`src/rtl/core/dtfp_pkg.sv`:
```
// Package for the decimal text to fixed point block: word types, phase codes,
// character codes and limits. No dependencies; used by every file in rtl/core.
`timescale 1ns / 1ps

package dtfp_pkg;

  // input and result words
  typedef struct packed {
    logic [7:0] ch;
    logic       last;
  } in_word_t;

  typedef struct packed {
    logic signed [63:0] value;
    logic               ok;
  } out_word_t;

  // parser phases
  localparam logic [1:0] PH_SIGN  = 2'd0;
  localparam logic [1:0] PH_WHOLE = 2'd1;
  localparam logic [1:0] PH_FRAC  = 2'd2;
  localparam logic [1:0] PH_FAIL  = 2'd3;

  // ASCII codes
  localparam logic [7:0] CH_PLUS  = 8'h2B;
  localparam logic [7:0] CH_COMMA = 8'h2C;
  localparam logic [7:0] CH_MINUS = 8'h2D;
  localparam logic [7:0] CH_DOT   = 8'h2E;
  localparam logic [7:0] CH_ZERO  = 8'h30;
  localparam logic [7:0] CH_NINE  = 8'h39;
  localparam logic [7:0] CH_UNDER = 8'h5F;

  // fraction digits that reach the result
  localparam logic [1:0] FRAC_KEEP = 2'd3;

  // largest positive 64-bit value over 20: digit guard on the whole part
  localparam logic [62:0] WHOLE_GUARD = 63'd461168601842738790;
  // largest positive 64-bit value over 1000: largest whole part that scales
  // without saturating
  localparam logic [62:0] SCALE_LIMIT = 63'd9223372036854775;
  localparam logic [63:0] POS_MAX     = 64'h7FFF_FFFF_FFFF_FFFF;

  // finished string, handed from parser to scaler
  typedef struct packed {
    logic [62:0] whole;
    logic [9:0]  frac;
    logic [1:0]  cnt;
    logic        neg;
    logic        ok;
  } parse_res_t;

endpackage

```
`src/rtl/core/decimal_text_to_fixed_point.sv`:
```
// Decimal text to fixed point, top level.
// One ASCII character per input word on the char channel; last flags the end
// of a string. An optional sign, a whole part (',' and '_' skipped), an
// optional '.' and fraction are parsed. On the last character one result word
// leaves on the res channel: value in thousandths (saturated, two's
// complement) and ok; a failed string gives value 0, ok 0.
// Both channels: a word moves on a clock edge with valid high and stall low.
// Throughput: one character per cycle, sustained, including back-to-back
// strings, while the scaler takes each last character; non-last characters
// never stall. A result word follows its last character through the input
// register, parser capture, x1000 scale, saturating add and sign/output
// register, in that order, and then shows on res_valid.
// When res_stall holds the output register, the pipeline fills behind it and
// char_stall rises only when a last character cannot move on.
// Reset (rst, synchronous) empties all stages and clears the parser state.
// Depends on dtfp_pkg, dtfp_parse, dtfp_scale.
`timescale 1ns / 1ps

module decimal_text_to_fixed_point (
  input  logic                clk,
  input  logic                rst,
  input  logic                char_valid,
  output logic                char_stall,
  input  dtfp_pkg::in_word_t  char_word,
  output logic                res_valid,
  input  logic                res_stall,
  output dtfp_pkg::out_word_t res_word
);
  import dtfp_pkg::*;

  in_word_t   s0_word;
  logic       s0_vld;
  logic       s0_take;
  logic       fin_ready;
  parse_res_t pres;

  // non-last words always drain; a last word waits for the scaler
  assign s0_take    = s0_vld && (!s0_word.last || fin_ready);
  assign char_stall = s0_vld && !s0_take;

  always_ff @(posedge clk) begin
    if (rst) begin
      s0_vld <= 1'b0;
    end else if (!char_stall) begin
      s0_vld <= char_valid;
    end
  end

  always_ff @(posedge clk) begin
    if (!char_stall && char_valid) s0_word <= char_word;
  end

  dtfp_parse u_parse (
    .clk  (clk),
    .rst  (rst),
    .take (s0_take),
    .word (s0_word),
    .res  (pres)
  );

  dtfp_scale u_scale (
    .clk       (clk),
    .rst       (rst),
    .in_valid  (s0_vld && s0_word.last),
    .in_res    (pres),
    .in_ready  (fin_ready),
    .res_valid (res_valid),
    .res_stall (res_stall),
    .res_word  (res_word)
  );

`ifndef SYNTHESIS
  a_fail_zero: assert property (@(posedge clk) disable iff (rst)
    res_valid && !res_word.ok |-> res_word.value == 64'sd0)
    else $error("failed string with nonzero value");

  a_stall_last: assert property (@(posedge clk) disable iff (rst)
    char_stall |-> s0_vld && s0_word.last)
    else $error("input stalled behind a non-last word");

  a_reset_empty: assert property (@(posedge clk)
    rst |=> !res_valid)
    else $error("result valid right after reset");
`endif

endmodule

```
`src/rtl/core/dtfp_parse.sv`:
```
// Character parser: per-string state and its next-state logic.
// Depends on dtfp_pkg.
`timescale 1ns / 1ps

module dtfp_parse (
  input  logic               clk,
  input  logic               rst,
  input  logic               take,
  input  dtfp_pkg::in_word_t word,
  output dtfp_pkg::parse_res_t res
);
  import dtfp_pkg::*;

  logic [1:0]  phase;
  logic        negative;
  logic [62:0] whole_acc;
  logic [9:0]  frac_acc;
  logic [1:0]  frac_count;
  logic        seen_digit;

  logic [1:0]  phase_next;
  logic        negative_next;
  logic [62:0] whole_acc_next;
  logic [9:0]  frac_acc_next;
  logic [1:0]  frac_count_next;
  logic        seen_digit_next;
  logic        is_dig;
  logic        sign_done;
  logic [3:0]  dig;

  always_comb begin
    phase_next      = phase;
    negative_next   = negative;
    whole_acc_next  = whole_acc;
    frac_acc_next   = frac_acc;
    frac_count_next = frac_count;
    seen_digit_next = seen_digit;
    is_dig          = (word.ch inside {[CH_ZERO:CH_NINE]});
    dig             = word.ch[3:0];
    sign_done       = 1'b0;
    if (phase_next != PH_FAIL) begin
      if (phase_next == PH_SIGN) begin
        phase_next = PH_WHOLE;
        if (word.ch == CH_PLUS || word.ch == CH_MINUS) begin
          negative_next = (word.ch == CH_MINUS);
          sign_done     = 1'b1;
        end
      end
      if (!sign_done) begin
        if (phase_next == PH_WHOLE) begin
          if (is_dig) begin
            seen_digit_next = 1'b1;
            if (whole_acc > WHOLE_GUARD) begin
              phase_next = PH_FAIL;
            end else begin
              whole_acc_next = {whole_acc[59:0], 3'b000} + {whole_acc[61:0], 1'b0}
                             + {59'd0, dig};
            end
          end else if (word.ch == CH_COMMA || word.ch == CH_UNDER) begin
            phase_next = PH_WHOLE;
          end else if (word.ch == CH_DOT) begin
            phase_next = PH_FRAC;
          end else begin
            phase_next = PH_FAIL;
          end
        end else begin
          if (is_dig) begin
            seen_digit_next = 1'b1;
            // only the leading digits reach the result; the rest are dropped
            if (frac_count < FRAC_KEEP) begin
              frac_acc_next   = {frac_acc[6:0], 3'b000} + {frac_acc[8:0], 1'b0}
                              + {6'd0, dig};
              frac_count_next = frac_count + 2'd1;
            end
          end else begin
            phase_next = PH_FAIL;
          end
        end
      end
    end

    res.ok    = (phase_next != PH_FAIL) && seen_digit_next;
    res.whole = res.ok ? whole_acc_next : 63'd0;
    res.frac  = res.ok ? frac_acc_next : 10'd0;
    res.cnt   = res.ok ? frac_count_next : 2'd0;
    res.neg   = res.ok && negative_next;
  end

  always_ff @(posedge clk) begin
    if (rst || (take && word.last)) begin
      phase      <= PH_SIGN;
      negative   <= 1'b0;
      whole_acc  <= 63'd0;
      frac_acc   <= 10'd0;
      frac_count <= 2'd0;
      seen_digit <= 1'b0;
    end else if (take) begin
      phase      <= phase_next;
      negative   <= negative_next;
      whole_acc  <= whole_acc_next;
      frac_acc   <= frac_acc_next;
      frac_count <= frac_count_next;
      seen_digit <= seen_digit_next;
    end
  end

endmodule

```
`src/rtl/core/dtfp_scale.sv`:
```
// Result pipeline: scales a finished string to thousandths, saturates,
// negates and holds the result word. Depends on dtfp_pkg.
`timescale 1ns / 1ps

module dtfp_scale (
  input  logic                 clk,
  input  logic                 rst,
  input  logic                 in_valid,
  input  dtfp_pkg::parse_res_t in_res,
  output logic                 in_ready,
  output logic                 res_valid,
  input  logic                 res_stall,
  output dtfp_pkg::out_word_t  res_word
);
  import dtfp_pkg::*;

  typedef struct packed {
    logic [63:0] raw;
    logic [9:0]  frac;
    logic        neg;
    logic        ok;
  } scaled_t;

  typedef struct packed {
    logic [63:0] mag;
    logic        neg;
    logic        ok;
  } summed_t;

  parse_res_t b_reg;
  scaled_t    c_reg;
  summed_t    d_reg;
  logic       b_vld, c_vld, d_vld;
  logic       out_rdy, d_rdy, c_rdy, b_rdy;

  scaled_t     c_next;
  summed_t     d_next;
  out_word_t   out_next;
  logic [63:0] w64;
  logic [63:0] prod;
  logic [63:0] sum;

  assign out_rdy  = !res_valid || !res_stall;
  assign d_rdy    = !d_vld || out_rdy;
  assign c_rdy    = !c_vld || d_rdy;
  assign b_rdy    = !b_vld || c_rdy;
  assign in_ready = b_rdy;

  // x1000 as x1024 - x16 - x8
  always_comb begin
    w64  = {1'b0, b_reg.whole};
    prod = (w64 << 10) - (w64 << 4) - (w64 << 3);
    c_next.raw = (b_reg.whole > SCALE_LIMIT) ? POS_MAX : prod;
    case (b_reg.cnt)
      2'd1:    c_next.frac = {b_reg.frac[3:0], 6'd0} + {b_reg.frac[4:0], 5'd0}
                           + {b_reg.frac[7:0], 2'd0};
      2'd2:    c_next.frac = {b_reg.frac[6:0], 3'd0} + {b_reg.frac[8:0], 1'b0};
      default: c_next.frac = b_reg.frac;
    endcase
    c_next.neg = b_reg.neg;
    c_next.ok  = b_reg.ok;
  end

  always_comb begin
    sum        = c_reg.raw + {54'd0, c_reg.frac};
    d_next.mag = sum[63] ? POS_MAX : sum;
    d_next.neg = c_reg.neg;
    d_next.ok  = c_reg.ok;
  end

  always_comb begin
    out_next.value = d_reg.neg ? $signed(~d_reg.mag + 64'd1) : $signed(d_reg.mag);
    out_next.ok    = d_reg.ok;
  end

  always_ff @(posedge clk) begin
    if (rst) begin
      b_vld     <= 1'b0;
      c_vld     <= 1'b0;
      d_vld     <= 1'b0;
      res_valid <= 1'b0;
    end else begin
      if (b_rdy) b_vld <= in_valid;
      if (c_rdy) c_vld <= b_vld;
      if (d_rdy) d_vld <= c_vld;
      if (out_rdy) res_valid <= d_vld;
    end
  end

  always_ff @(posedge clk) begin
    if (b_rdy) b_reg <= in_res;
    if (c_rdy) c_reg <= c_next;
    if (d_rdy) d_reg <= d_next;
    if (out_rdy) res_word <= out_next;
  end

endmodule

```
`config.mk`:
```
export PLATFORM = sky130hd
export DESIGN_NAME = decimal_text_to_fixed_point
export DESIGN_NICKNAME = d
export VERILOG_FILES = /design/src/rtl/core/dtfp_pkg.sv /design/src/rtl/core/decimal_text_to_fixed_point.sv /design/src/rtl/core/dtfp_parse.sv /design/src/rtl/core/dtfp_scale.sv
export SDC_FILE = /design/constraint.sdc
export NUM_CORES = 1
export LEC_CHECK = 0
export ABC_AREA = 1
export BUFFER_PORTS_ARGS = -buffer_cell sky130_fd_sc_hd__buf_2
export CAP_MARGIN = 20
export CORE_UTILIZATION = 35
export DETAILED_ROUTE_END_ITERATION = 8
export PLACE_DENSITY = 0.47
export REMOVE_ABC_BUFFERS = 1
export SYNTH_ARGS = -nofsm -noshare
export SYNTH_HDL_FRONTEND = slang
export SYNTH_SLANG_ARGS = --single-unit
export TNS_END_PERCENT = 20
```
`constraint.sdc`:
```
create_clock -name clk -period 7.5 [get_ports clk]
set_input_delay 0 -clock clk [delete_from_list [all_inputs] [get_ports clk]]
set_output_delay 0 -clock clk [all_outputs]
set_load 0.05 [all_outputs]
```
After elaboration in Yosys (flattened, before gate mapping)
Index checks and enable logic that the tools add are counted.
{"block": "totals", "ff_bits": 377, "in_bits": 13, "output_inout_bits": 67, "wordCells": 117}
{"block": "classes", "n_addsub": 12, "order_cmp": 5, "eq_ne": 10, "muxes": 36, "bitwise_logic": 1, "reduce_logical": 25}
{"operator": "$mux 63", "n": 5}
{"operator": "$sub 64x64->64", "n": 2}
{"operator": "$add 64x1->64 const B", "n": 1}
{"operator": "$add 64x10->64", "n": 1}
{"operator": "$mux 64", "n": 1}
{"operator": "$not 64->64", "n": 1}
{"operator": "$add 63x4->63", "n": 1}
{"operator": "$add 63x63->63", "n": 1}
{"operator": "$gt 63x54->1 const B", "n": 1}
{"operator": "$gt 63x59->1 const B", "n": 1}
{"operator": "$mux 10", "n": 5}
{"operator": "$add 10x10->10", "n": 4}
{"operator": "$eq 8x6->1 const B", "n": 4}
{"operator": "$mux 2", "n": 14}
{"operator": "$pmux 10 s2", "n": 1}
{"operator": "$add 10x4->10", "n": 1}
{"operator": "$mux 1", "n": 10}
{"operator": "$eq 8x7->1 const B", "n": 1}
{"operator": "$ge 8x6->1 const B", "n": 1}
{"operator": "$le 8x6->1 const B", "n": 1}
{"operator": "$logic_and 1x1->1", "n": 8}
{"operator": "$logic_not 1->1", "n": 8}
{"operator": "$logic_or 1x1->1", "n": 8}
{"operator": "$eq 2x1->1 const B", "n": 2}
{"operator": "other kinds (5)", "n": 6}

Depth between registers and ports, before layout
{"block": "depth", "ltp_word": 11, "mapped_depth": 20, "ltp_nobuf": 20}

Cells and area by module
Synthesis repeated with hierarchy kept, for this count alone.
{"block": "hier_totals", "cells_unflattened": 5202, "area_unflattened_um2": 34875.9}
{"module": "dtfp_scale", "n_inst": 1, "cells_per_inst": 2980, "area_per_inst_um2": 22897.0, "seq_area_each_um2": 8518.2}
{"module": "dtfp_parse", "n_inst": 1, "cells_per_inst": 2203, "area_per_inst_um2": 11639.9, "seq_area_each_um2": 1581.5}
{"module": "decimal_text_to_fixed_point", "n_inst": 1, "cells_per_inst": 19, "area_per_inst_um2": 339.1, "seq_area_each_um2": 290.3}

Worst setup path before layout
Ideal clock, no wire load.
{"block": "synth_path", "path_kind": "flip-flop to flip-flop", "start": "reg u_scale.res_valid", "end": "reg s0_word[0] (netlist name), enable pin", "setup_ns": 0.329, "arrival_ns": 7.127, "t_required_ns": 7.171, "setup_slack_ns": 0.044, "path_stages_with_launch": 12, "path_buffers": 0, "synth_period_minus_slack_ns": 7.456, "path_cell_list": "dfxtp_1 -> nand2_1 -> nor2_1 -> inv_1 -> nor2_1 -> inv_1 -> nor2_1 -> inv_2 -> nor2_1 -> inv_1 -> nand2_1 -> inv_1"}
{"block": "synth_via", "elab_chain_cells": 11}
{"element": "start: declaration", "line": "dtfp_scale.sv:11", "rtl": "output logic res_valid,"}
{"element": "start signal: assignment", "line": "dtfp_scale.sv:86", "rtl": "if (out_rdy) res_valid <= d_vld;"}
{"element": "$logic_not 1->1", "line": "dtfp_scale.sv:43", "rtl": "assign out_rdy = !res_valid || !res_stall;"}
{"element": "$logic_or 1x1->1", "line": "dtfp_scale.sv:43"}
{"element": "via u_scale.out_rdy", "line": "dtfp_scale.sv:34", "rtl": "logic out_rdy, d_rdy, c_rdy, b_rdy;"}
{"element": "$logic_or 1x1->1", "line": "dtfp_scale.sv:44", "rtl": "assign d_rdy = !d_vld || out_rdy;"}
{"element": "via u_scale.d_rdy", "line": "dtfp_scale.sv:34"}
{"element": "$logic_or 1x1->1", "line": "dtfp_scale.sv:45", "rtl": "assign c_rdy = !c_vld || d_rdy;"}
{"element": "via u_scale.c_rdy", "line": "dtfp_scale.sv:34"}
{"element": "$logic_or 1x1->1", "line": "dtfp_scale.sv:46", "rtl": "assign b_rdy = !b_vld || c_rdy;"}
{"element": "via fin_ready", "line": "decimal_text_to_fixed_point.sv:34", "rtl": "logic fin_ready;"}
{"element": "$logic_or 1x1->1", "line": "decimal_text_to_fixed_point.sv:38", "rtl": "assign s0_take = s0_vld && (!s0_word.last || fin_ready);"}
{"element": "$logic_and 1x1->1", "line": "decimal_text_to_fixed_point.sv:38"}
{"element": "$logic_not 1->1", "line": "decimal_text_to_fixed_point.sv:39", "rtl": "assign char_stall = s0_vld && !s0_take;"}
{"element": "$logic_and 1x1->1", "line": "decimal_text_to_fixed_point.sv:39"}
{"element": "via char_stall", "line": "decimal_text_to_fixed_point.sv:23", "rtl": "output logic char_stall,"}
{"element": "$logic_not 1->1", "line": "decimal_text_to_fixed_point.sv:50", "rtl": "if (!char_stall && char_valid) s0_word <= char_word;"}
{"element": "$logic_and 1x1->1", "line": "decimal_text_to_fixed_point.sv:50"}
{"element": "end signal: assignment", "line": "decimal_text_to_fixed_point.sv:50"}
{"element": "end: declaration", "line": "decimal_text_to_fixed_point.sv:31", "rtl": "in_word_t s0_word;"}
The timed path passes the listed nets, and every way through them passes these cells.
A chain may end at the register's enable or synchronous reset.

Worst setup path after layout
{"block": "layout_path", "start": "reg s0_word[4] (netlist name)", "end": "reg u_scale.b_reg[71] (netlist name) (data pin)"}
{"block": "layout_via", "elab_chain_cells": 9, "word_cells_on_any_way": 31, "classes_between": "add/sub: 1; order compare: 2; eq/ne: 6; mux: 18; reduce/logical: 4"}
{"element": "branches (longest 9 deep; another with $add 63x4->63)"}
{"element": "end signal: assignment", "line": "dtfp_scale.sv:91", "rtl": "if (b_rdy) b_reg <= in_res;"}
{"element": "end: declaration", "line": "dtfp_scale.sv:30", "rtl": "parse_res_t b_reg;"}
Several ways; the timed one is not identified. The select of a mux whose other input is x is not followed.

==> impl_results.html <==
<table>
<tr><th>Metric</th><th>Value</th></tr>
<tr><th colspan="2">Synth</th></tr>
<tr><td>Cell area after synthesis</td><td>between 30000 and 40000 um^2</td></tr>
<tr><td>Number of instances in the synthesized netlist</td><td>4633</td></tr>
<tr><td>Number of warnings issued by yosys</td><td>0</td></tr>
<tr><td>Mean cell area of the mapped netlist</td><td>about 7.1 um^2</td></tr>
<tr><td>Synth cell types</td><td>65</td></tr>
<tr><td>Post-synthesis register bit count</td><td>374</td></tr>
<tr><td>Sequential-to-total area share from yosys stat</td><td>31.4%</td></tr>
<tr><th colspan="2">Setup path</th></tr>
<tr><td>Arrival time worst endpoint</td><td>~3.8 ns</td></tr>
<tr><td>RR Startpoint</td><td>s0_word[4]$_DFFE_PP_</td></tr>
<tr><td>Capturing instance or port of the critical path</td><td>u_scale.b_reg[71]$_SDFFCE_PN0P_</td></tr>
<tr><td>Worst setup SP type</td><td>flip-flop</td></tr>
<tr><td>Crit path max-delay cell type</td><td>sky130_fd_sc_hd__fa_1</td></tr>
<tr><td>Reg2reg end</td><td>u_scale.b_reg[71]$_SDFFCE_PN0P_</td></tr>
<tr><td>Setup slack of the worst register-to-register path</td><td>4.00 ns</td></tr>
<tr><td>Critical path endpoint category</td><td>flip-flop</td></tr>
<tr><td>Family with the most delay on the worst path</td><td>simple AND/OR/NAND/NOR gates</td></tr>
<tr><td>Count of buffer and inverter cells on the critical path</td><td>2</td></tr>
<tr><td>R2R cell count</td><td>16</td></tr>
<tr><td>Data required time at the worst endpoint</td><td>just under 8 ns</td></tr>
<tr><td>Worst-path maximum fanout</td><td>4</td></tr>
<tr><td>Worst Path Class, Setup</td><td>flip-flop to flip-flop</td></tr>
<tr><td>Worst Setup SP</td><td>s0_word[4]$_DFFE_PP_</td></tr>
<tr><td>Cell-by-cell listing of the critical path</td><td>inv_1, fa_1, inv_1, ha_1, nand3_1, nand3_1, nand2_1, nand3_1, nand2_1, nand3_1, nand2_1, nand3b_1, nand2_1, nand2_1, nand2_1, nor2_2</td></tr>
<tr><td>Number of cells on the critical path</td><td>16</td></tr>
<tr><td>Biggest cell delay along the critical path</td><td>0.55 ns</td></tr>
<tr><td>Library cell appearing most often on the critical path</td><td>sky130_fd_sc_hd__nand2_1</td></tr>
<tr><th colspan="2">GRT</th></tr>
<tr><td>Number of global-route vias before repair</td><td>roughly 29000</td></tr>
<tr><td>Total gr overflow</td><td>0</td></tr>
<tr><td>Overall routing resource usage</td><td>a little over a fifth</td></tr>
<tr><td>Global-route wire length before repair</td><td>162000 um</td></tr>
<tr><td>Number of antenna violations at the first check in global routing</td><td>0</td></tr>
<tr><td>Pin count of the biggest net entering global routing</td><td>78</td></tr>
<tr><th colspan="2">Routing</th></tr>
<tr><td>Drt drc</td><td>0</td></tr>
<tr><td>Number of vias in the routed layout</td><td>28800</td></tr>
<tr><td>Length of the first detailed-routing pass in iterations</td><td>6</td></tr>
<tr><td>Detail-routed via count per cell</td><td>4.78</td></tr>
<tr><td>Wire length reported by the detailed router</td><td>approximately 100000 um</td></tr>
<tr><td>Number of DRC markers after the initial detailed-route iteration</td><td>between 1500 and 2000</td></tr>
<tr><td>Detail-routed net length per standard cell</td><td>about 17 um</td></tr>
<tr><td>Remaining antenna violation count after routing</td><td>0</td></tr>
<tr><th colspan="2">Layout</th></tr>
<tr><td>Register area</td><td>roughly 10000 um^2</td></tr>
<tr><td>Fraction of layout cells with a size suffix above 1</td><td>5.69%</td></tr>
<tr><td>Multi-input logic area</td><td>19200 um^2</td></tr>
<tr><td>Fin util</td><td>between 30% and 40%</td></tr>
<tr><td>Post-layout instance count excluding filler cells</td><td>6018</td></tr>
<tr><td>Final Cell Area</td><td>between 30000 and 40000 um^2</td></tr>
<tr><td>Count of antenna diodes in the layout</td><td>0</td></tr>
<tr><td>Count of filler cells inserted in the layout</td><td>10100</td></tr>
<tr><td>Flip-flop count of the largest register after layout</td><td>77</td></tr>
<tr><td>Count of nets after finishing</td><td>5099</td></tr>
<tr><td>Area added between synthesis and finish</td><td>10.6%</td></tr>
<tr><th colspan="2">Worst hold path</th></tr>
<tr><td>Depth of the worst hold-timing path</td><td>2</td></tr>
<tr><td>HP Class</td><td>input port to flip-flop</td></tr>
<tr><th colspan="2">Timing</th></tr>
<tr><td>Fmax</td><td>286 MHz</td></tr>
<tr><td>Clock Skew</td><td>0.0302 ns</td></tr>
<tr><td>Worst hold slack</td><td>0.100 ns</td></tr>
<tr><td>Normalized max-slew margin</td><td>about 18%</td></tr>
<tr><td>Pins Over Slew Limit</td><td>0</td></tr>
<tr><td>RSZ-0062 raised after global routing</td><td>no</td></tr>
<tr><td>Final setup fails</td><td>0</td></tr>
<tr><td>Final clock period utilization by the worst path</td><td>between 40% and 50%</td></tr>
<tr><td>Number of endpoints with negative hold slack in the final report</td><td>0</td></tr>
<tr><td>Slew of the pin with the lowest slew margin</td><td>1.21 ns</td></tr>
<tr><td>Final critical-path required period</td><td>3.50 ns</td></tr>
<tr><th colspan="2">Floorplan</th></tr>
<tr><td>Die outline area</td><td>95900 um^2</td></tr>
<tr><td>Die width</td><td>310 um</td></tr>
<tr><td>Standard-cell row count</td><td>roughly 110</td></tr>
<tr><td>Die extent in y</td><td>just over 300 um</td></tr>
<tr><td>Top Ports</td><td>80</td></tr>
<tr><td>Core Area</td><td>93500 um^2</td></tr>
<tr><td>Starting utilization of the core area</td><td>35.4%</td></tr>
<tr><th colspan="2">Place</th></tr>
<tr><td>Half-perimeter wire length after placement</td><td>just under 90000 um</td></tr>
<tr><td>Placed standard-cell area</td><td>34800 um^2</td></tr>
<tr><td>DP Cell Count</td><td>roughly 5900</td></tr>
<tr><td>Count of buffers from port buffering</td><td>79</td></tr>
<tr><td>Gpl congestion</td><td>0.947</td></tr>
<tr><th colspan="2">Clock network</th></tr>
<tr><td>TritonCTS clock tree</td><td>built</td></tr>
<tr><td>Level count of the clock H-tree</td><td>2</td></tr>
<tr><td>Total clock sinks</td><td>374</td></tr>
<tr><td>Latest clock arrival within the worst-skew pair</td><td>just over 0.6 ns</td></tr>
<tr><td>Maximum buffer depth of the clock tree</td><td>3</td></tr>
<tr><td>Clock root buffer</td><td>sky130_fd_sc_hd__clkbuf_16</td></tr>
<tr><td>Number of gates resized after cts</td><td>0</td></tr>
<tr><td>Clock slew at reported path FFs</td><td>~0.060 ns</td></tr>
<tr><td>Number of buffers created by CTS</td><td>48</td></tr>
<tr><th colspan="2">Job</th></tr>
<tr><td>Reported max-cap violation count</td><td>0</td></tr>
<tr><th colspan="2">Power and ir drop</th></tr>
<tr><td>Power density over cell area</td><td>172 nW/um^2</td></tr>
<tr><td>Worst ir drop on vdd</td><td>140 uV</td></tr>
<tr><td>Static Leak</td><td>around 0.019 uW</td></tr>
<tr><th colspan="2">Outcome</th></tr>
<tr><td>Result of the run</td><td>finished, final reports clean</td></tr>
</table>
==> area by class of cell <==
type | instances | area share [%]
clock buffer | 61 | 3.49
clock inverter | 29 | 1.03
inverter | 830 | 8.52
multi-input combinational | 3364 | 52.5
sequential | 374 | 28.4
tap | 1254 | 4.28
timing repair buffer | 106 | 1.77
==> layer usage <==
metal	wire, um	vias up	GRT usage, %
li1	-	15000	-
met1	45900	13000	26.9
met2	50400	516	39.0
met3	2520	199	1.65
met4	4770	0	9.29
met5	0	-	0
==> kinds of logic after synthesis <==
family,Yosys count,synth area share (%)
flops,374,31.4
simple gates,2315,29.4
compound gates,500,8.50
xor+xnor,187,4.97
buf+inv,895,10.6
fa+ha+maj,362,15.1
==> cells in the final DEF (no fill, tap or decap), types with 12 or more instances in the layout <==
cell / netlist / final
sky130_fd_sc_hd__o21ai_0: 145 / 145
sky130_fd_sc_hd__nor2_1: 533 / 533
sky130_fd_sc_hd__inv_1: 821 / 819
sky130_fd_sc_hd__ha_1: 299 / 299
sky130_fd_sc_hd__xnor2_1: 48 / 48
sky130_fd_sc_hd__nor3_1: 77 / 77
sky130_fd_sc_hd__buf_4: 3 / 14
sky130_fd_sc_hd__dfxtp_1: 84 / 84
sky130_fd_sc_hd__xor2_1: 138 / 138
sky130_fd_sc_hd__a31oi_1: 23 / 23
sky130_fd_sc_hd__nand3b_1: 16 / 16
sky130_fd_sc_hd__clkbuf_16: 0 / 48
sky130_fd_sc_hd__edfxtp_1: 290 / 290
sky130_fd_sc_hd__o211ai_1: 19 / 19
sky130_fd_sc_hd__or2_2: 29 / 29
sky130_fd_sc_hd__and2_1: 13 / 13
sky130_fd_sc_hd__o21ai_1: 14 / 14
sky130_fd_sc_hd__a21oi_1: 225 / 225
sky130_fd_sc_hd__nand2_1: 1236 / 1235
sky130_fd_sc_hd__o21bai_1: 25 / 24
sky130_fd_sc_hd__nand3_1: 241 / 241
sky130_fd_sc_hd__buf_2: 16 / 79
sky130_fd_sc_hd__nor2_2: 24 / 24
sky130_fd_sc_hd__fa_1: 63 / 63
sky130_fd_sc_hd__nand4_1: 82 / 82
sky130_fd_sc_hd__dlygate4sd3_1: 0 / 12
sky130_fd_sc_hd__nor4_1: 31 / 31
==> synthesized netlist by cell type, drive strengths merged <==
cell type | number | share of area [%]
a211oi | 4 | 0.091
a21boi | 5 | 0.11
a21o | 7 | 0.16
a21oi | 226 | 3.4
a221oi | 1 | 0.026
a31oi | 23 | 0.43
a32oi | 1 | 0.026
and2 | 15 | 0.28
and3 | 2 | 0.038
buf | 41 | 0.93
clkbuf | 24 | 0.27
clkinv | 1 | 0.011
dfxtp | 84 | 5.1
edfxtp | 290 | 26
fa | 63 | 3.8
ha | 299 | 11
inv | 829 | 9.4
nand2 | 1243 | 14
nand2b | 1 | 0.019
nand3 | 244 | 3.7
nand3b | 16 | 0.36
nand4 | 83 | 1.6
nor2 | 560 | 6.6
nor3 | 85 | 1.4
nor3b | 1 | 0.023
nor4 | 31 | 0.59
o2111ai | 1 | 0.026
o211ai | 19 | 0.43
o21a | 10 | 0.23
o21ai | 166 | 2.6
o21bai | 27 | 0.66
o221ai | 2 | 0.053
o22ai | 3 | 0.057
o31ai | 3 | 0.083
o32ai | 1 | 0.026
o41ai | 1 | 0.026
or2 | 32 | 0.60
or3 | 1 | 0.019
or4 | 1 | 0.023
xnor2 | 49 | 1.3
xor2 | 138 | 3.6
==> how the worst min path moves through the flow <==
| stage | startpoint | to | slack [ns] |
|---|---|---|---|
| after floorplan | rst | s0_vld$_SDFFE_PP0N_ | 0.07 |
| after global placement | char_word[0] | s0_word[0]$_DFFE_PP_ | 0.18 |
| after detailed placement | char_word[6] | s0_word[6]$_DFFE_PP_ | 0.18 |
| after CTS | char_word[7] | s0_word[7]$_DFFE_PP_ | 0.07 |
| after global routing | char_word[8] | s0_word[8]$_DFFE_PP_ | 0.09 |
| final | char_word[5] | s0_word[5]$_DFFE_PP_ | 0.10 |
==> worst reg2reg max path, stage by stage, from the launching register on <==
cell,delay (ns)
sky130_fd_sc_hd__edfxtp_1,0.42
sky130_fd_sc_hd__inv_1,0.12
sky130_fd_sc_hd__fa_1,0.55
sky130_fd_sc_hd__inv_1,0.07
sky130_fd_sc_hd__ha_1,0.32
sky130_fd_sc_hd__nand3_1,0.09
sky130_fd_sc_hd__nand3_1,0.17
sky130_fd_sc_hd__nand2_1,0.10
sky130_fd_sc_hd__nand3_1,0.23
sky130_fd_sc_hd__nand2_1,0.14
sky130_fd_sc_hd__nand3_1,0.25
sky130_fd_sc_hd__nand2_1,0.27
sky130_fd_sc_hd__nand3b_1,0.10
sky130_fd_sc_hd__nand2_1,0.08
sky130_fd_sc_hd__nand2_1,0.07
sky130_fd_sc_hd__nand2_1,0.16
sky130_fd_sc_hd__nor2_2,0.05
==> power breakdown <==
group	switching, uW	internal [uW]	total (uW)
logic	961	385	1350
registers	138	2420	2560
clock network	949	1460	2410
total	2050	4270	6320
==> metrics by stage <==
stage          worst slack, ns  total power (uW)  TNS (ns)
4_1_cts                   4.01              6390         0
3_5_place_dp              4.03              3950         0
6_report                  4.00              6320         0
2_1_floorplan           -0.808              3530    -51.64
3_3_place_gp              4.07              3950         0
5_1_grt                   3.73              6640         0
==> repair_timing <==
item,CTS,global route
hold buffers,12,0
hold endpoints to repair,25,0
setup buffers,0,0
setup endpoints to repair,0,0
No activity file was read; power rests on OpenSTA's default activity.
